===== src/sv/lcd_pkg.sv =====
// ----------------------------------------------------------------------------
// lcd_pkg
// Shared types and constants of the line crossing detector.
// ----------------------------------------------------------------------------
package lcd_pkg;

  localparam int ID_W       = 8;
  localparam int TAG_W      = 16;
  localparam int CFG_INDEX_W = 3;

  // configuration register indexes
  localparam logic [CFG_INDEX_W-1:0] REG_START_X = 3'd0;
  localparam logic [CFG_INDEX_W-1:0] REG_START_Y = 3'd1;
  localparam logic [CFG_INDEX_W-1:0] REG_END_X   = 3'd2;
  localparam logic [CFG_INDEX_W-1:0] REG_END_Y   = 3'd3;

  // register reset values
  localparam int START_X_RST = 500;
  localparam int START_Y_RST = 0;
  localparam int END_X_RST   = 500;
  localparam int END_Y_RST   = 700;

  typedef enum logic {
    SIDE_TWO = 1'b0,
    SIDE_ONE = 1'b1
  } side_t;

  typedef struct packed {
    logic  seen;
    side_t side;
  } entry_t;

endpackage


===== src/sv/lcd_cross.sv =====
// ----------------------------------------------------------------------------
// lcd_cross
// Side of a point relative to the configured line: registered cross product
// terms, sign taken on the register outputs.
// ----------------------------------------------------------------------------
module lcd_cross #(
  parameter int COORD_BITS = 12
) (
  input  logic                  clk,
  input  logic                  en,
  input  logic [COORD_BITS-1:0] start_x,
  input  logic [COORD_BITS-1:0] start_y,
  input  logic [COORD_BITS-1:0] end_x,
  input  logic [COORD_BITS-1:0] end_y,
  input  logic [COORD_BITS-1:0] point_x,
  input  logic [COORD_BITS-1:0] point_y,
  output lcd_pkg::side_t        side
);
  import lcd_pkg::*;

  localparam int DW = COORD_BITS + 1;
  localparam int PW = 2 * DW;
  localparam int CW = PW + 1;

  logic signed [DW-1:0] line_dx, line_dy, pt_dx, pt_dy;
  logic signed [PW-1:0] prod_a, prod_b;
  logic signed [CW-1:0] cross_val;

  assign line_dx = $signed({1'b0, end_x})   - $signed({1'b0, start_x});
  assign line_dy = $signed({1'b0, end_y})   - $signed({1'b0, start_y});
  assign pt_dx   = $signed({1'b0, point_x}) - $signed({1'b0, start_x});
  assign pt_dy   = $signed({1'b0, point_y}) - $signed({1'b0, start_y});

  always_ff @(posedge clk) begin
    if (en) begin
      prod_a <= line_dx * pt_dy;
      prod_b <= pt_dx * line_dy;
    end
  end

  assign cross_val = CW'(prod_a) - CW'(prod_b);

  // strictly positive is side one; on the line counts as side two
  assign side = (!cross_val[CW-1] && (cross_val != '0)) ? SIDE_ONE : SIDE_TWO;

endmodule


===== src/sv/line_crossing_detector_top.sv =====
// ----------------------------------------------------------------------------
// line_crossing_detector_top: one observation per cycle while in_stall is low.
// Two stages: table read plus cross product multiply, then sign and write-back.
// Sync reset clears control, then a clear of all MAX_BLOBS table slots holds off input.
// ----------------------------------------------------------------------------
module line_crossing_detector_top #(
  parameter int MAX_BLOBS  = 256,
  parameter int COORD_BITS = 12
) (
  input  logic                            clk,
  input  logic                            rst,
  input  logic                            cfg_we,
  input  logic [lcd_pkg::CFG_INDEX_W-1:0] cfg_index,
  input  logic [COORD_BITS-1:0]           cfg_data,
  input  logic                            in_valid,
  output logic                            in_stall,
  input  logic [lcd_pkg::ID_W-1:0]        blob_id,
  input  logic [lcd_pkg::TAG_W-1:0]       event_tag,
  input  logic [COORD_BITS-1:0]           centroid_x,
  input  logic [COORD_BITS-1:0]           centroid_y,
  output logic                            out_valid,
  input  logic                            out_stall,
  output logic [lcd_pkg::ID_W-1:0]        crossed_id,
  output logic [lcd_pkg::TAG_W-1:0]       crossed_tag,
  output logic                            direction
);
  import lcd_pkg::*;

  localparam int SLOT_W  = $clog2(MAX_BLOBS);
  localparam int ID_SPAN = 1 << ID_W;

  // line configuration
  logic [COORD_BITS-1:0] line_start_x, line_start_y, line_end_x, line_end_y;

  always_ff @(posedge clk) begin
    if (rst) begin
      line_start_x <= COORD_BITS'(START_X_RST);
      line_start_y <= COORD_BITS'(START_Y_RST);
      line_end_x   <= COORD_BITS'(END_X_RST);
      line_end_y   <= COORD_BITS'(END_Y_RST);
    end else if (cfg_we) begin
      case (cfg_index)
        REG_START_X: line_start_x <= cfg_data;
        REG_START_Y: line_start_y <= cfg_data;
        REG_END_X:   line_end_x   <= cfg_data;
        REG_END_Y:   line_end_y   <= cfg_data;
        default: ;
      endcase
    end
  end

  // id to table slot, wraps on the table depth
  logic [SLOT_W-1:0] slot_lut [ID_SPAN];
  for (genvar g = 0; g < ID_SPAN; g++) begin : g_slot
    assign slot_lut[g] = SLOT_W'(g % MAX_BLOBS);
  end

  logic [SLOT_W-1:0] in_slot;
  assign in_slot = slot_lut[blob_id];

  // clearing pass after reset
  logic              clr_active;
  logic [SLOT_W-1:0] clr_addr;

  always_ff @(posedge clk) begin
    if (rst) begin
      clr_active <= 1'b1;
      clr_addr   <= '0;
    end else if (clr_active) begin
      if (clr_addr == SLOT_W'(MAX_BLOBS - 1)) begin
        clr_active <= 1'b0;
      end
      clr_addr <= clr_addr + 1'b1;
    end
  end

  // pipeline control
  logic advance, accept;
  assign advance  = !(out_valid && out_stall);
  assign in_stall = clr_active || !advance;
  assign accept   = in_valid && !in_stall;

  // stage 1 request
  logic               s1_valid;
  logic [ID_W-1:0]    s1_id;
  logic [TAG_W-1:0]   s1_tag;
  logic [SLOT_W-1:0]  s1_slot;

  always_ff @(posedge clk) begin
    if (rst) begin
      s1_valid <= 1'b0;
    end else if (advance) begin
      s1_valid <= accept;
    end
    if (advance) begin
      s1_id   <= blob_id;
      s1_tag  <= event_tag;
      s1_slot <= in_slot;
    end
  end

  side_t cur_side;

  lcd_cross #(
    .COORD_BITS(COORD_BITS)
  ) u_cross (
    .clk    (clk),
    .en     (advance),
    .start_x(line_start_x),
    .start_y(line_start_y),
    .end_x  (line_end_x),
    .end_y  (line_end_y),
    .point_x(centroid_x),
    .point_y(centroid_y),
    .side   (cur_side)
  );

  // side table
  entry_t            mem [MAX_BLOBS];
  entry_t            rd_data;
  logic              mem_we;
  logic [SLOT_W-1:0] mem_waddr;
  entry_t            mem_wdata;

  assign mem_we    = clr_active || (advance && s1_valid);
  assign mem_waddr = clr_active ? clr_addr : s1_slot;
  assign mem_wdata = clr_active ? entry_t'('0) : entry_t'{seen: 1'b1, side: cur_side};

  always_ff @(posedge clk) begin
    if (mem_we) begin
      mem[mem_waddr] <= mem_wdata;
    end
    if (advance) begin
      rd_data <= mem[in_slot];
    end
  end

  // last write bypass: the read of the next request overlaps this write
  logic              fwd_valid;
  logic [SLOT_W-1:0] fwd_slot;
  entry_t            fwd_data;

  always_ff @(posedge clk) begin
    if (rst || clr_active) begin
      fwd_valid <= 1'b0;
    end else if (advance && s1_valid) begin
      fwd_valid <= 1'b1;
    end
    if (advance && s1_valid) begin
      fwd_slot <= s1_slot;
      fwd_data <= mem_wdata;
    end
  end

  entry_t prev;
  logic   crossing;
  assign prev     = (fwd_valid && (fwd_slot == s1_slot)) ? fwd_data : rd_data;
  assign crossing = prev.seen && (prev.side != cur_side);

  // output register
  always_ff @(posedge clk) begin
    if (rst) begin
      out_valid <= 1'b0;
    end else if (advance) begin
      out_valid <= s1_valid && crossing;
    end
    if (advance) begin
      crossed_id  <= s1_id;
      crossed_tag <= s1_tag;
      direction   <= (cur_side == SIDE_TWO);
    end
  end

endmodule


===== config.mk =====
export PLATFORM = sky130hd
export DESIGN_NAME = line_crossing_detector_top
export DESIGN_NICKNAME = d
export VERILOG_FILES = /design/src/sv/lcd_pkg.sv /design/src/sv/lcd_cross.sv /design/src/sv/line_crossing_detector_top.sv
export SDC_FILE = /design/constraint.sdc
export NUM_CORES = 2
export LEC_CHECK = 0
export ABC_AREA = 1
export ABC_CLOCK_PERIOD_IN_PS = 11480
export BUFFER_PORTS_ARGS = -buffer_cell sky130_fd_sc_hd__buf_2
export CAP_MARGIN = 20
export CORE_UTILIZATION = 35
export DETAILED_ROUTE_END_ITERATION = 8
export GPL_TIMING_DRIVEN = 0
export PLACE_DENSITY = 0.47
export REMOVE_ABC_BUFFERS = 1
export SETUP_SLACK_MARGIN = 0.05
export SYNTH_ARGS = -nofsm -noshare
export SYNTH_HDL_FRONTEND = slang
export SYNTH_SLANG_ARGS = --single-unit

===== constraint.sdc =====
create_clock -name clk -period 11.48 [get_ports clk]
set_input_delay 2.296 -clock clk [delete_from_list [all_inputs] [get_ports clk]]
set_output_delay 2.296 -clock clk [all_outputs]
set_load 0.05 [all_outputs]

==> impl_summary.txt <==
----------------------------------------------------
[Status]
  Status ... finished with violations
  Failing checks ... DRC

[Clock tree]
  Clock tree from TritonCTS ... done
  Number of resized instances in the post-cts repair step ... 0
  Number of H-tree branching levels ... 3
  Clock buffer count from CTS ... 80
  Clock sink count ... 685
  Clock-pin slew of the registers on the worst-case setup and hold paths ... 0.06 ns
  Root buffer cell ... sky130_fd_sc_hd__clkbuf_16
  Clock Path Buffers ... 3
  Total setup buffers inserted after CTS ... 0
  Hold bufs inserted after CTS ... 0
  Worst-skew pair later-pin latency ... 0.66 ns

[Worst setup path]
  Worst Setup EP ... u_cross.prod_b[25]
  Peak per-stage delay on the critical path ... around 0.55 ns
  Critical Path End Type ... flop
  Cell depth of the worst setup path ... 30
  CP startpoint ... centroid_x[0]
  Capture instance of the worst register-to-register path ... u_cross.prod_b[25]
  Cell family with most CP delay ... adder cells
  Setup slack, reg-to-reg ... 3.40 ns
  CP max-delay cell ... sky130_fd_sc_hd__fa_1
  Required arrival time at the worst endpoint ... around 12 ns
  Maximum fanout count along the critical path ... 7
  Critical path arrival ... 9.77 ns
  CP most frequent cell ... sky130_fd_sc_hd__fa_1
  Bufs and invs on worst path ... 6
  Depth of the worst register-to-register path ... 32
  Startpoint of the worst register-to-register path ... line_start_y[2]
  Critical path launch point type ... primary input
  Class of the most critical setup path ... in2reg

[Yosys]
  Number of synthesis warnings ... 0
  Most instantiated flip-flop cell in the synthesis netlist ... sky130_fd_sc_hd__edfxtp_1
  Post-Syn Area ... 43700 µm²
  Count of mapped cells out of synthesis ... 4520
  Yosys cell types ... 53
  Syn avg cell area ... 9.67 µm²
  FF+latch count, synth ... 685
  Fraction of the yosys area taken by sequential cells ... 0.457
  Number of flops mapped to enable cells by yosys ... around 630
  Share of synthesized flip-flops with an asynchronous set or reset ... 0

[Floorplanning]
  Horizontal extent of the die ... about 360 µm
  FP Rows ... 129
  Starting density of the core ... 0.353
  Die Y ... between 300 and 400 µm
  Die ar. ... 126000 µm²
  Area of the core ... 124000 µm²
  Number of top-level pins ... 95

[STA]
  Final count of negative-setup-slack endpoints ... 0
  Setup repair after global routing missed its margin ... false
  Post-route minimum period ... approximately 9.3 ns
  Tcrit/Tclk final ... 0.813
  Number of max-slew violations in the final report ... 0
  Setup clock skew after layout ... 0.0429 ns
  Total count of hold-check failures in the final report ... 0
  Measured slew at the worst slew-check pin ... 1.04 ns
  Post-route worst hold slack ... 0.417 ns
  Max-slew headroom at the worst pin ... 0.305
  Fmax ... 107 MHz

[GRT]
  All-layer global routing usage ... 0.192
  Overflow left after global routing ... 0
  Maximum number of pins on one net before global-route repair ... 161
  Initial antenna violation count ... 3
  Number of global-route vias before repair ... 31843
  Wire length of the first global-routing pass ... 186 mm

[Drt]
  Vias after detailed routing ... slightly above 30000
  Number of DRC markers after the initial detailed-route iteration ... 2285
  Via-to-Cell Ratio ... 4.97
  DRT Wirelength ... 120 mm
  Count of nets left with antenna violations after detail routing ... 0
  Remaining DRCs ... 18
  Average detailed-routed wire length per instance ... 19.1 µm
  Detailed Routing Iterations Pass 1 ... 7

[Place]
  Routability cong. ... between 0.8 and 0.9
  IO Port Bufs ... 94
  Half-perimeter wire length after placement ... roughly 84 mm

[Finish]
  Diodes inserted ... 0
  Most common cell after layout, fill and taps aside ... sky130_fd_sc_hd__nor2_1
  Nets ... 5171
  Area of the multi-input gates ... a little over 20000 µm²
  Fill count ... ~12000
  Area growth from synthesis to final layout ... 12.1%
  Area taken by flip-flops and latches ... between 15000 and 20000 µm²
  Fraction of final layout cells sized beyond drive strength 1 ... 0.0687
  Commonest cells after routing, fill and taps aside ... sky130_fd_sc_hd__nor2_1 (846), sky130_fd_sc_hd__inv_1 (637), sky130_fd_sc_hd__nand2_1 (627), sky130_fd_sc_hd__edfxtp_1 (625), sky130_fd_sc_hd__o21ai_0 (379)

[Min path]
  Worst min-delay path category ... reg2reg
  Number of cells on the worst hold path ... 0

[Run]
  Maximum capacitance violations ... 0

----------------------------------------------------
[how the worst min path moves through the flow]
stage	from	to	slack [ns]
after global placement	s1_tag[12]	crossed_tag[12]	0.40
after global routing	s1_tag[2]	crossed_tag[2]	0.41
after CTS	s1_tag[2]	crossed_tag[2]	0.41
after detailed placement	s1_tag[8]	crossed_tag[8]	0.40
final	s1_tag[12]	crossed_tag[12]	0.42
after floorplan	s1_tag[0]	crossed_tag[0]	0.40
[synthesized netlist by cell type, types with 22 or more instances]
library cell	n	area (µm²)
sky130_fd_sc_hd__clkbuf_1	115	432
sky130_fd_sc_hd__or2_2	22	138
sky130_fd_sc_hd__nand2_1	631	2370
sky130_fd_sc_hd__xnor2_1	35	307
sky130_fd_sc_hd__nor2_1	847	3180
sky130_fd_sc_hd__o22ai_1	154	963
sky130_fd_sc_hd__a21oi_1	131	656
sky130_fd_sc_hd__ha_1	207	2590
sky130_fd_sc_hd__o21ai_0	379	1900
sky130_fd_sc_hd__buf_2	40	200
sky130_fd_sc_hd__nand4_1	28	175
sky130_fd_sc_hd__dfxtp_1	60	1200
sky130_fd_sc_hd__fa_1	331	6630
sky130_fd_sc_hd__nand3_1	82	410
sky130_fd_sc_hd__inv_1	639	2400
sky130_fd_sc_hd__xor2_1	39	342
sky130_fd_sc_hd__edfxtp_1	625	18800
[routing by layer]
layer	up-vias	GRT usage	share of wire
met5	-	0	0.00011
met4	2	0.0344	0.012
met3	108	0.0279	0.050
met2	636	0.307	0.45
met1	15519	0.278	0.48
li1	14912	-	-
[cell type report]
class | count | area share
multi-input cells | 3004 | 0.419
flip-flops and latches | 685 | 0.407
inverters | 658 | 0.0508
clock buffers | 95 | 0.0426
well taps | 1637 | 0.0418
repair buffers | 136 | 0.0256
clock inverters | 52 | 0.0127
[registers in the layout (all words and copies together) (netlist names), 2 cells and up]
name	flops
clr_addr	8
fwd_slot	8
u_cross.prod_a	26
line_start_y	12
mem	512
line_start_x	12
line_end_y	12
crossed_id	8
crossed_tag	16
rd_data	2
s1_id	8
u_cross.prod_b	26
fwd_data	2
s1_tag	16
line_end_x	12
[stage by stage]
step	util	setup TNS (ns)	cells	setup slack [ns]	area, µm²
after global placement	0.367	-1756.70	6078	-6.85	45500
final	0.396	0	6267	2.15	49000
after detailed placement	0.374	0	6116	1.34	46300
after global routing	0.396	0	6267	1.65	49000
after floorplan	-	0	4347	2.29	42900
after CTS	0.396	0	6263	2.05	49000
[cells by family after synthesis]
| logic type | count (synthesis) | synth area share |
|---|---|---|
| xor+xnor | 75 | 0.0155 |
| flops | 685 | 0.457 |
| fa+ha+maj | 538 | 0.211 |
| simple gates | 1659 | 0.151 |
| buf+inv | 831 | 0.0741 |
| compound gates | 732 | 0.0923 |
[worst reg2reg max path: cells and delay by family, from the launching register on]
family,cells,cell delay (ns)
adders and majority gates,8,3.53
AOI/OAI and AO/OA,11,1.89
xor gates and xnor gates,2,1.04
buffers and inverters,7,0.63
and+or+nand+nor,4,0.52
DFF,1,0.30
Power is left out: the tool's default activity adds up to more than one toggle a clock period on the data nets, which glitch-free logic cannot reach.
